==> src/hdl/ile_pkg.sv <==
// Shared types and codes for the indexed list engine.
// No dependencies; every other file in hdl/ imports this package.
package ile_pkg;

    localparam int MODE_BITS   = 3;
    localparam int POS_BITS    = 7;
    localparam int VALUE_BITS  = 32;
    localparam int STATUS_BITS = 3;
    localparam int CFG_BITS    = 7;

    // Operation codes carried in the mode field
    localparam logic [MODE_BITS-1:0] MODE_INSERT     = 3'd0;
    localparam logic [MODE_BITS-1:0] MODE_READ_AT    = 3'd1;
    localparam logic [MODE_BITS-1:0] MODE_FIND       = 3'd2;
    localparam logic [MODE_BITS-1:0] MODE_REMOVE_VAL = 3'd3;
    localparam logic [MODE_BITS-1:0] MODE_REMOVE_AT  = 3'd4;

    // Result status codes
    localparam logic [STATUS_BITS-1:0] ST_OK       = 3'd0;
    localparam logic [STATUS_BITS-1:0] ST_FULL     = 3'd1;
    localparam logic [STATUS_BITS-1:0] ST_BADPOS   = 3'd2;
    localparam logic [STATUS_BITS-1:0] ST_EMPTY    = 3'd3;
    localparam logic [STATUS_BITS-1:0] ST_NOTFOUND = 3'd4;

    // Per-cell update command
    typedef enum logic [1:0] {
        CMD_HOLD,
        CMD_LOAD,
        CMD_TAKE_LEFT,
        CMD_TAKE_RIGHT
    } cell_cmd_t;

    // What each cell compares against when a word is accepted
    typedef struct packed {
        logic                by_value;
        logic [POS_BITS-1:0] position;
    } probe_t;

endpackage

==> src/hdl/ile_cell.sv <==
// One list slot: holds an entry, compares it on request, shifts with its neighbors.
// Depends on ile_pkg.
module ile_cell #(
    parameter int IDX          = 0,
    parameter int ELEMENT_BITS = 32,
    parameter int CW           = 7
) (
    input  logic                    clk,
    input  logic                    rst_n,
    input  logic                    capture,
    input  ile_pkg::probe_t         probe,
    input  logic [ELEMENT_BITS-1:0] elem,
    input  logic [CW-1:0]           count,
    input  ile_pkg::cell_cmd_t      cmd,
    input  logic [ELEMENT_BITS-1:0] left_value,
    input  logic [ELEMENT_BITS-1:0] right_value,
    output logic [ELEMENT_BITS-1:0] value,
    output logic                    hit
);
    import ile_pkg::*;

    localparam int PW = (CW > POS_BITS) ? CW : POS_BITS;

    logic [ELEMENT_BITS-1:0] value_reg;
    logic                    hit_reg;
    logic                    hit_next;

    always_comb
    begin
        if (probe.by_value)
            hit_next = (value_reg == elem) && (CW'(IDX) < count);
        else
            hit_next = (PW'(IDX) == PW'(probe.position));
    end

    always_ff @(posedge clk or negedge rst_n)
    begin
        if (!rst_n)
            hit_reg <= 1'b0;
        else if (capture)
            hit_reg <= hit_next;
    end

    always_ff @(posedge clk)
    begin
        case (cmd)
            CMD_HOLD:       value_reg <= value_reg;
            CMD_LOAD:       value_reg <= elem;
            CMD_TAKE_LEFT:  value_reg <= left_value;
            CMD_TAKE_RIGHT: value_reg <= right_value;
            default:        value_reg <= value_reg;
        endcase
    end

    assign value = value_reg;
    assign hit   = hit_reg;

endmodule

==> config.mk <==
export PLATFORM = sky130hd
export DESIGN_NAME = ile_cell
export DESIGN_NICKNAME = d
export VERILOG_FILES = /design/src/hdl/ile_pkg.sv /design/src/hdl/ile_cell.sv
export SDC_FILE = /design/constraint.sdc
export NUM_CORES = 1
export LEC_CHECK = 0
export BUFFER_PORTS_ARGS = -buffer_cell sky130_fd_sc_hd__buf_2
export CAP_MARGIN = 20
export CORE_ASPECT_RATIO = 2
export CORE_MARGIN = 2
export CORE_UTILIZATION = 44
export DETAILED_ROUTE_END_ITERATION = 6
export GPL_TIMING_DRIVEN = 0
export PLACE_DENSITY_LB_ADDON = 0.05
export SLEW_MARGIN = 20
export SYNTH_ARGS = -nofsm -noshare
export SYNTH_HDL_FRONTEND = slang
export SYNTH_SLANG_ARGS = --single-unit
==> constraint.sdc <==
create_clock -name clk -period 3.24 [get_ports clk]
set_input_delay 0.648 -clock clk [delete_from_list [all_inputs] [get_ports clk]]
set_output_delay 0.648 -clock clk [all_outputs]
set_load 0.005 [all_outputs]
### After elaboration in Yosys (flattened, before gate mapping)

Index checks and enable logic that the tools add are counted.

* add/sub/neg operators: 0
* $mul: 0
* div/mod/pow operators: 0
* magnitude comparators: 1
* eq/ne operators: 4
* shift operators: 0
* mux-type cells: 2
* bitwise logic cells: 0
* reduce and logical (&&, ||, !) cells: 3

Operators with widths (number)
* 32-bit case mux with 3 select lines: 1
* 32-bit == test: 1
* 7-bit zero test: 1
* 1-bit by 7-bit less-than comparator with 1-bit output (first input constant): 1
* 2-bit == test (second input constant): 2
* 2-bit by 1-bit == test with 1-bit output (second input constant): 1
* 2-bit zero test: 1
* 1-bit logical AND: 1
* 1-bit 2-to-1 mux: 1

* bits in registers: 33
* bits in latches: 0
* bits in writable memories: 0
* bits in read-only memories: 0
* input bits: 116
* output and inout port bits: 33
* logic and storage cells: 12
* memories: 0

### Depth between registers and ports, before layout

Gate-level depths: netlist of the first run.

* word-level depth: 3
* mapped depth: 5
* gate-level depth less buffers: 5

### Worst setup path after synthesis of the first run

No wires, ideal clock.

* kind: input to register
* start: in cmd[0]
* end: reg value_reg[0], in the netlist value[0], enable pin
* setup time: 0.375 ns
* arrival: 1.490 ns
* data required time: 2.865 ns
* slack: 1.375 ns
* stages: 3
* buffers on the path: 2
* path through: buf_2 -> buf_4 -> or2_2

* word-level cells in the longest chain between the ends: 1

RTL lines
* start: declaration: RTL line ile_cell.sv:14 `input ile_pkg::cell_cmd_t cmd,`
* 2-bit zero test: RTL line ile_cell.sv:46 `case (cmd)`
* end signal: assignment: RTL line ile_cell.sv:47 `CMD_HOLD: value_reg <= value_reg;`
* end signal: assignment: RTL line ile_cell.sv:48 `CMD_LOAD: value_reg <= elem;`
* end signal: assignment: RTL line ile_cell.sv:49 `CMD_TAKE_LEFT: value_reg <= left_value;`
* end: declaration: RTL line ile_cell.sv:24 `logic [ELEMENT_BITS-1:0] value_reg;`

No other way between the ends.
A chain may end at the register's enable or synchronous reset.

### Worst setup path after layout of the first run

* start: in cmd[0]
* end: reg value_reg[31], in the netlist value[31], enable pin

The elaborated chain is that of the path after synthesis.

==> results of run 1 <==
-- power breakdown --
part           leakage, nW  internal [mW]  switching, mW
Clock               0.0430          0.145          0.153
Combinational         1.01          0.155          0.132
Sequential           0.335          0.529         0.0310
Total                 1.39          0.828          0.317
-- worst max path at each step --
stage / from / endpoint / slack (ns)
2_1_floorplan: cmd[0] / value[0] / 1.38
3_3_place_gp: cmd[0] / value[15] / 1.07
3_5_place_dp: cmd[0] / value[29] / 1.08
4_1_cts: cmd[0] / value[29] / 1.37
5_1_grt: cmd[0] / value[3] / 1.32
6_report: cmd[0] / value[31] / 1.40
-- kinds of logic after synthesis --
kind of cell	count (synthesis)
AND/OR/NAND/NOR	49
AO/OA/AOI/OAI	36
flip-flops	33
XOR/XNOR	32
multiplexers	32
buffers and inverters	11
-- metrics by stage --
stage / power, mW / setup WS, ns / instances
final: 1.145 / 1.399 / 402
after global routing: 1.208 / 1.317 / 402
after CTS: 1.157 / 1.366 / 402
after detailed placement: 0.8596 / 1.075 / 394
after global placement: 0.8551 / 1.070 / 394
after floorplan: 0.7059 / 1.375 / 193
-- cell usage in the layout (no fill, tap or decap), drive strengths merged --
master,n
mux2i,32
nor3,2
buf,153
clkinv,3
nor2,32
or2,1
or4,2
dfrtp,1
xnor2,17
o21ai,3
nand4,4
nand3,3
xor2,15
a21oi,33
edfxtp,32
nor4,5
clkbuf,9
-- area by class of cell --
class	instances	area, um2
multi-input combinational	149	1010
clock buffer	5	68.82
timing repair buffer	146	730.7
sequential	33	985.9
clock inverter	3	12.51
tap	55	68.82
buffer	11	55.05
fill	448	1623
-- per-layer routing --
layer	up-vias	GRT usage [%]
met3	8	4.303
met5	-	0
li1	1004	-
met1	915	23.43
met4	0	7.495
met2	108	40.99
==> metrics.yaml, run 1 <==
cp.arrival_ns: 1.75
rrSetupSlack_ns: 1.80
criticalPathCategory: "in2reg"
synthSimpleGateAreaFrac_pct: 11.17
vias: 2035
coreArea_um2: 4554
post_cts_buffers: 0
critPathLaunchType: "primary input"
fin_util_pct: 64.37
yosys-top-cells-count: "a21oi_1, edfxtp_1, mux2i_1, nor2_1, xnor2_1"
dieHeight_um: 100.5
place_congestion: 0.7773
slew_headroom_pct: 48.05
cp_max_fo: 32
yosysMostFrequentCell: "a21oi_1"
synth_top_family_by_area: "multiplexers"
drt-total-wl_um: 5743
topRoutingLayerUsed: "met4"
critPathMaxStageDelay_ns: 0.66
synth_top_area_share_pct: 46.86
clockBufferDepth: 2
ant_nets: 0
synthAdderAreaFrac_pct: 0
crit_family: "simple AND/OR/NAND/NOR gates"
syn_area_um2: 2051
routed-wl-met2_um: 3088
tightest_slew_ns: 0.7792
end_kind: "flip-flop"
grt_util_all_layers_pct: 21.92
clock_latency_ns: 0.28
start_util_pct: 45.03
rsz0062_at_grt: "false"
period_needed_ns: 1.841
via_per_inst: 5.062
status: "finished, final reports clean"
synth_compound_area_share_pct: 8.786
drtIter0Drc: 27
grt_pass1_vias: 1947
hold_ws_ns: 0.1297
clk_pin_slew_ns: 0.07
synth_cell_type_count: 20
antenna_found_initial: 0
largest_reg_flops: 32
clock.fmax_ghz: 0.5430
yosysSeqAreaShare_pct: 48.08
synth_top_area_cell: "edfxtp_1"
root_buffer: "clkbuf_8"
ir_worst_vdd_uv: 328.5
synth_warnings: 0
cts_resized: 0
die_width_um: 52.28
critPathSlowestCell: "or2_2"
die_area_um2: 5256
yosys_most_used_dff: "edfxtp_1"
first_pass_iters: 4
area_growth_pct: 42.95
critPathBufInv: 2
std_cell_rows: 35
synth-xor-area-share_pct: 13.67
regToRegStartpoint: "value[10]"
period_share_pct: 56.84
grt-ovfl-total: 0
finalNetCount: 462
wl_met3_um: 506
cts_sinks: 33
path_depth: 3
synth_edf_count: 32
yosys-top-cells-area: "edfxtp_1, mux2i_1, a21oi_1, xnor2_1, xor2_1"
finalHoldViolCount: 0
cts_tree: "yes"
hold_path_class: "in2async"
final_area_um2: 2932
r2r_cells: 5
path_cells: "buf_2 -> buf_4 -> or2_2"
final_max_slew_viol_count: 0
remaining_drc_errors: 0
async_flop_share_pct: 3.030
grt_max_degree: 33
wire_per_inst_um: 14.29
fin_skew_ns: 0.008118
cp.required_ns: 3.15
max_cap_violations: 0
hpwl_um: 4569
antenna_cells: 0
drive_gt1_share_pct: 45.82
cts_hold_buf: 0
worstReg2RegEnd: "hit"
portBuffers: 146
syn_nets: 309
wl_met1_um: 2066
synth-seq-cells: 33
htreeDepth: 2
finalSetupTns_ns: 0
syn_avg_cell_area_um2: 10.63
power_density_nw_per_um2: 390.5
place_area_um2: 2850
cts_made_buffers: 5
netlist_instances: 193
yosys-mux-area-fraction_pct: 15.62
power.leakage_nw: 1.390
grt_pass1_wl_um: 8535
setup_viol: 0
io_pins: 149
No activity file was read; power rests on OpenSTA's default activity.
==> run 2: changes to the inputs <==
--- a/config.mk
+++ b/config.mk
@@ -5,11 +5,12 @@
 export SDC_FILE = /design/constraint.sdc
 export NUM_CORES = 1
 export LEC_CHECK = 0
+export ABC_AREA = 1
 export BUFFER_PORTS_ARGS = -buffer_cell sky130_fd_sc_hd__buf_2
 export CAP_MARGIN = 20
 export CORE_ASPECT_RATIO = 2
 export CORE_MARGIN = 2
-export CORE_UTILIZATION = 44
+export CORE_UTILIZATION = 38
 export DETAILED_ROUTE_END_ITERATION = 6
 export GPL_TIMING_DRIVEN = 0
 export PLACE_DENSITY_LB_ADDON = 0.05
==> constraint.sdc (replaced) <==
create_clock -name clk -period 1.5 [get_ports clk]
set_input_delay 0.3 -clock clk [delete_from_list [all_inputs] [get_ports clk]]
set_output_delay 0.3 -clock clk [all_outputs]
set_load 0.005 [all_outputs]
==> run 2 against run 1 <==
The run now ends with design-rule violations left. Utilization fell by 9.2 points. Sequential share of layout area fell by 3.4 points. Sequential power rose by 120%. Highest routed layer unchanged. Critical path type is now reg2reg. Register-to-register slack got worse by 1.6 ns. Cell area rose by 11%. Wire length rose by 29%. Final cell count rose by 32%. Combinational power rose by 140%. Clock power rose to 3.7 times the previous value. Clock-buffer cell count rose by 2. Power rose to 2.6 times the previous value.
==> metrics.yaml, run 2 <==
p_switching_mw: 0.8200  # +160%
r2r_cells: 7  # +2
period_needed_ns: 1.268
syn_avg_cell_area_um2: 7.330  # -31%
die_width_um: 58.77  # +12%
remaining_drc_errors: 11  # +11
internal_power_mw: 2.182  # +160%
critPathLaunchType: "flip-flop"
place_area_um2: 3089  # +8.4%
path_depth: 7  # +4
async_flop_share_pct: 3.030  # unchanged
netlist_instances: 311  # +61%
portBuffers: 146  # unchanged
largest_reg_flops: 32  # unchanged
period_share_pct: 84.53
yosys-top-cells-area: "edfxtp_1, nand2_1, nand3_1, inv_1, o211ai_1"
hold_ws_ns: 0.2720  # +0.1423 ns
violations: "design-rule violations"
hold_depth: 3
power.leakage_nw: 1.722  # +24%
std_cell_rows: 40  # +14%
cp.required_ns: 1.71  # -1.44 ns
syn_nets: 427  # +38%
path_cells: "nand2_1 -> o21ai_0 -> nor2_1 -> nand3_1 -> nor2_1 -> nand3_1 -> a21oi_2"
antenna_cells: 0  # unchanged
clockBufferDepth: 2  # unchanged
tightest_slew_ns: 0.8061  # +0.02691 ns
synth-xor-area-share_pct: 4.226  # -9.4 points
cp_max_fo: 3  # -91%
synth_top_area_cell: "edfxtp_1"
cts_tree: "yes"
grt_max_degree: 33  # unchanged
yosysMostFrequentCell: "nand2_1"
routed-wl-met2_um: 3896  # +26%
worst_slack_ns: 0.2320  # -1.167 ns
finalNetCount: 581  # +26%
synth_cell_type_count: 22  # +10%
synth_top_family_by_area: "simple AND/OR/NAND/NOR gates"
grt_util_all_layers_pct: 22.96  # +1.0 points
finalHoldViolCount: 0  # unchanged
wl_met3_um: 660  # +30%
swShare_pct: 27.32  # -0.34 points
synth_top_area_share_pct: 42.15  # -4.7 points
layout_commonest_cell: "buf_2"
drive_gt1_share_pct: 37.12  # -8.7 points
final_area_um2: 3259  # +11%
setup_viol: 0  # unchanged
power_density_nw_per_um2: 921.0  # +140%
finalSetupTns_ns: 0  # unchanged
critPathBufInv: 0  # -2
root_buffer: "clkbuf_16"
status: "finished with violations"
synth_edf_count: 32  # unchanged
cts_sinks: 33  # unchanged
first_pass_iters: 7  # +3
yosys-top-cells-count: "nand2_1, nand3_1, inv_1"
place_congestion: 0.8161  # +5.0%
yosys_most_used_dff: "edfxtp_1"
die_area_um2: 6672  # +27%
post_cts_buffers: 0  # unchanged
wl_met1_um: 2736  # +32%
synth_compound_area_share_pct: 9.001  # +0.22 points
crit_family: "simple AND/OR/NAND/NOR gates"
end_kind: "flip-flop"
yosysSeqAreaShare_pct: 43.25  # -4.8 points
clock.fmax_ghz: 0.7886
seqPwrFrac_pct: 40.6  # -8.3 points
io_pins: 149  # unchanged
drt-total-wl_um: 7424  # +29%
dieHeight_um: 113.5  # +13%
coreArea_um2: 5906  # +30%
fillCellCount: 614  # +37%
via_per_inst: 4.873  # -3.7%
cts_made_buffers: 5  # unchanged
hpwl_um: 5807  # +27%
synth_warnings: 0  # unchanged
grt_pass1_vias: 2594  # +33%
area_growth_pct: 42.97  # about the same
synth-seq-cells: 33  # unchanged
antenna_found_initial: 0  # unchanged
slew_headroom_pct: 46.26  # -1.8 points
final_max_slew_viol_count: 0  # unchanged
wire_per_inst_um: 14.03  # -1.8%
hold_path_class: "in2reg"
ir_worst_vdd_uv: 810.4  # +150%
rsz0062_at_grt: "false"
p_comb_share_pct: 23.1  # -2.0 points
final_cell_mix: "buf_2, nand2_1, nand3_1, inv_1, edfxtp_1"
drtIter0Drc: 144  # +430%
synthSimpleGateAreaFrac_pct: 32.27  # +21 points
cp.arrival_ns: 1.48  # -0.27 ns
clock_latency_ns: 0.28  # about the same
clk_pin_slew_ns: 0.06  # about the same
yosys-mux-area-fraction_pct: 0  # -16 points
fin_skew_ns: 0.002557  # -0.005562 ns
ant_nets: 0  # unchanged
htreeDepth: 2  # unchanged
syn_area_um2: 2280  # +11%
synthAdderAreaFrac_pct: 0  # unchanged
vias: 2578  # +27%
grt_pass1_wl_um: 11540  # +35%
place_ws_ns: -0.07803  # -1.153 ns
grt-ovfl-total: 0  # unchanged
max_cap_violations: 0  # unchanged
critPathMaxStageDelay_ns: 0.41  # -0.25 ns
topRoutingLayerUsed: "met4"
clkPwrFrac_pct: 36.2  # +10 points
start_util_pct: 38.60  # -6.4 points
critPathSlowestCell: "edfxtp_1"
criticalPathCategory: "reg2reg"
[run 2: final cells by class]
type                            count  area (um2)  share of cell area (%)
Clock buffer                        7       152.6                   4.683
Timing Repair Buffer              147       740.7                   22.73
Tap cell                           63       78.83                   2.418
Buffer                             14       76.32                   2.342
Sequential cell                    33       985.9                   30.25
Inverter                           48       180.2                   5.528
Clock inverter                      1       5.005                  0.1536
Multi-Input combinational cell    216        1040                   31.90
[run 2: cells by family (layout without fill, tap and decap cells)]
| kind of cell | Yosys count | after routing |
|---|---|---|
| AO/OA/AOI/OAI | 29 | 29 |
| buffers and inverters | 62 | 217 |
| AND/OR/NAND/NOR | 176 | 176 |
| XOR/XNOR | 11 | 11 |
| flip-flops | 33 | 33 |
[run 2: stage by stage]
stage | std cells | total power, mW | util (%)
after floorplan | 311 | 1.567 | -
after global placement | 520 | 1.921 | 52.31
after detailed placement | 520 | 1.936 | 52.31
after CTS | 529 | 3.031 | 55.15
after global routing | 529 | 3.160 | 55.19
final | 529 | 3.002 | 55.19
[run 2: tightest hold or removal path: stages]
cell	delay [ns]
buf_2	0.09
nor2_1	0.04
a21oi_2	0.09
[run 2: power groups by stage]
stage	logic, mW	clock network, mW	registers [mW]
2_1_floorplan	0.323	0	1.24
3_3_place_gp	0.687	0	1.23
3_5_place_dp	0.697	0	1.24
4_1_cts	0.703	1.11	1.22
5_1_grt	0.787	1.14	1.24
6_report	0.695	1.09	1.22
[run 2: per-layer routing]
| layer | vias to the layer above | GRT usage (%) |
|---|---|---|
| met2 | 103 | 40.81 |
| met1 | 1149 | 26.35 |
| li1 | 1318 | - |
| met5 | - | 0 |
| met3 | 8 | 4.082 |
| met4 | 0 | 8.788 |
[run 2: final timing paths]
kind	start	end	slack [ns]
max in group asynchronous	rst_n	hit	1.08
min in group asynchronous	rst_n	hit	0.34
max	value[11]	hit	0.23
min reg2reg	hit	hit	0.51
max reg2reg	value[11]	hit	0.23
min	capture	hit	0.27
[run 2: repair_timing]
action,CTS,global route
endpoints found under the setup margin,0,1
resized for setup,0,1
endpoints found under the hold margin,1,0
hold buffers,1,0
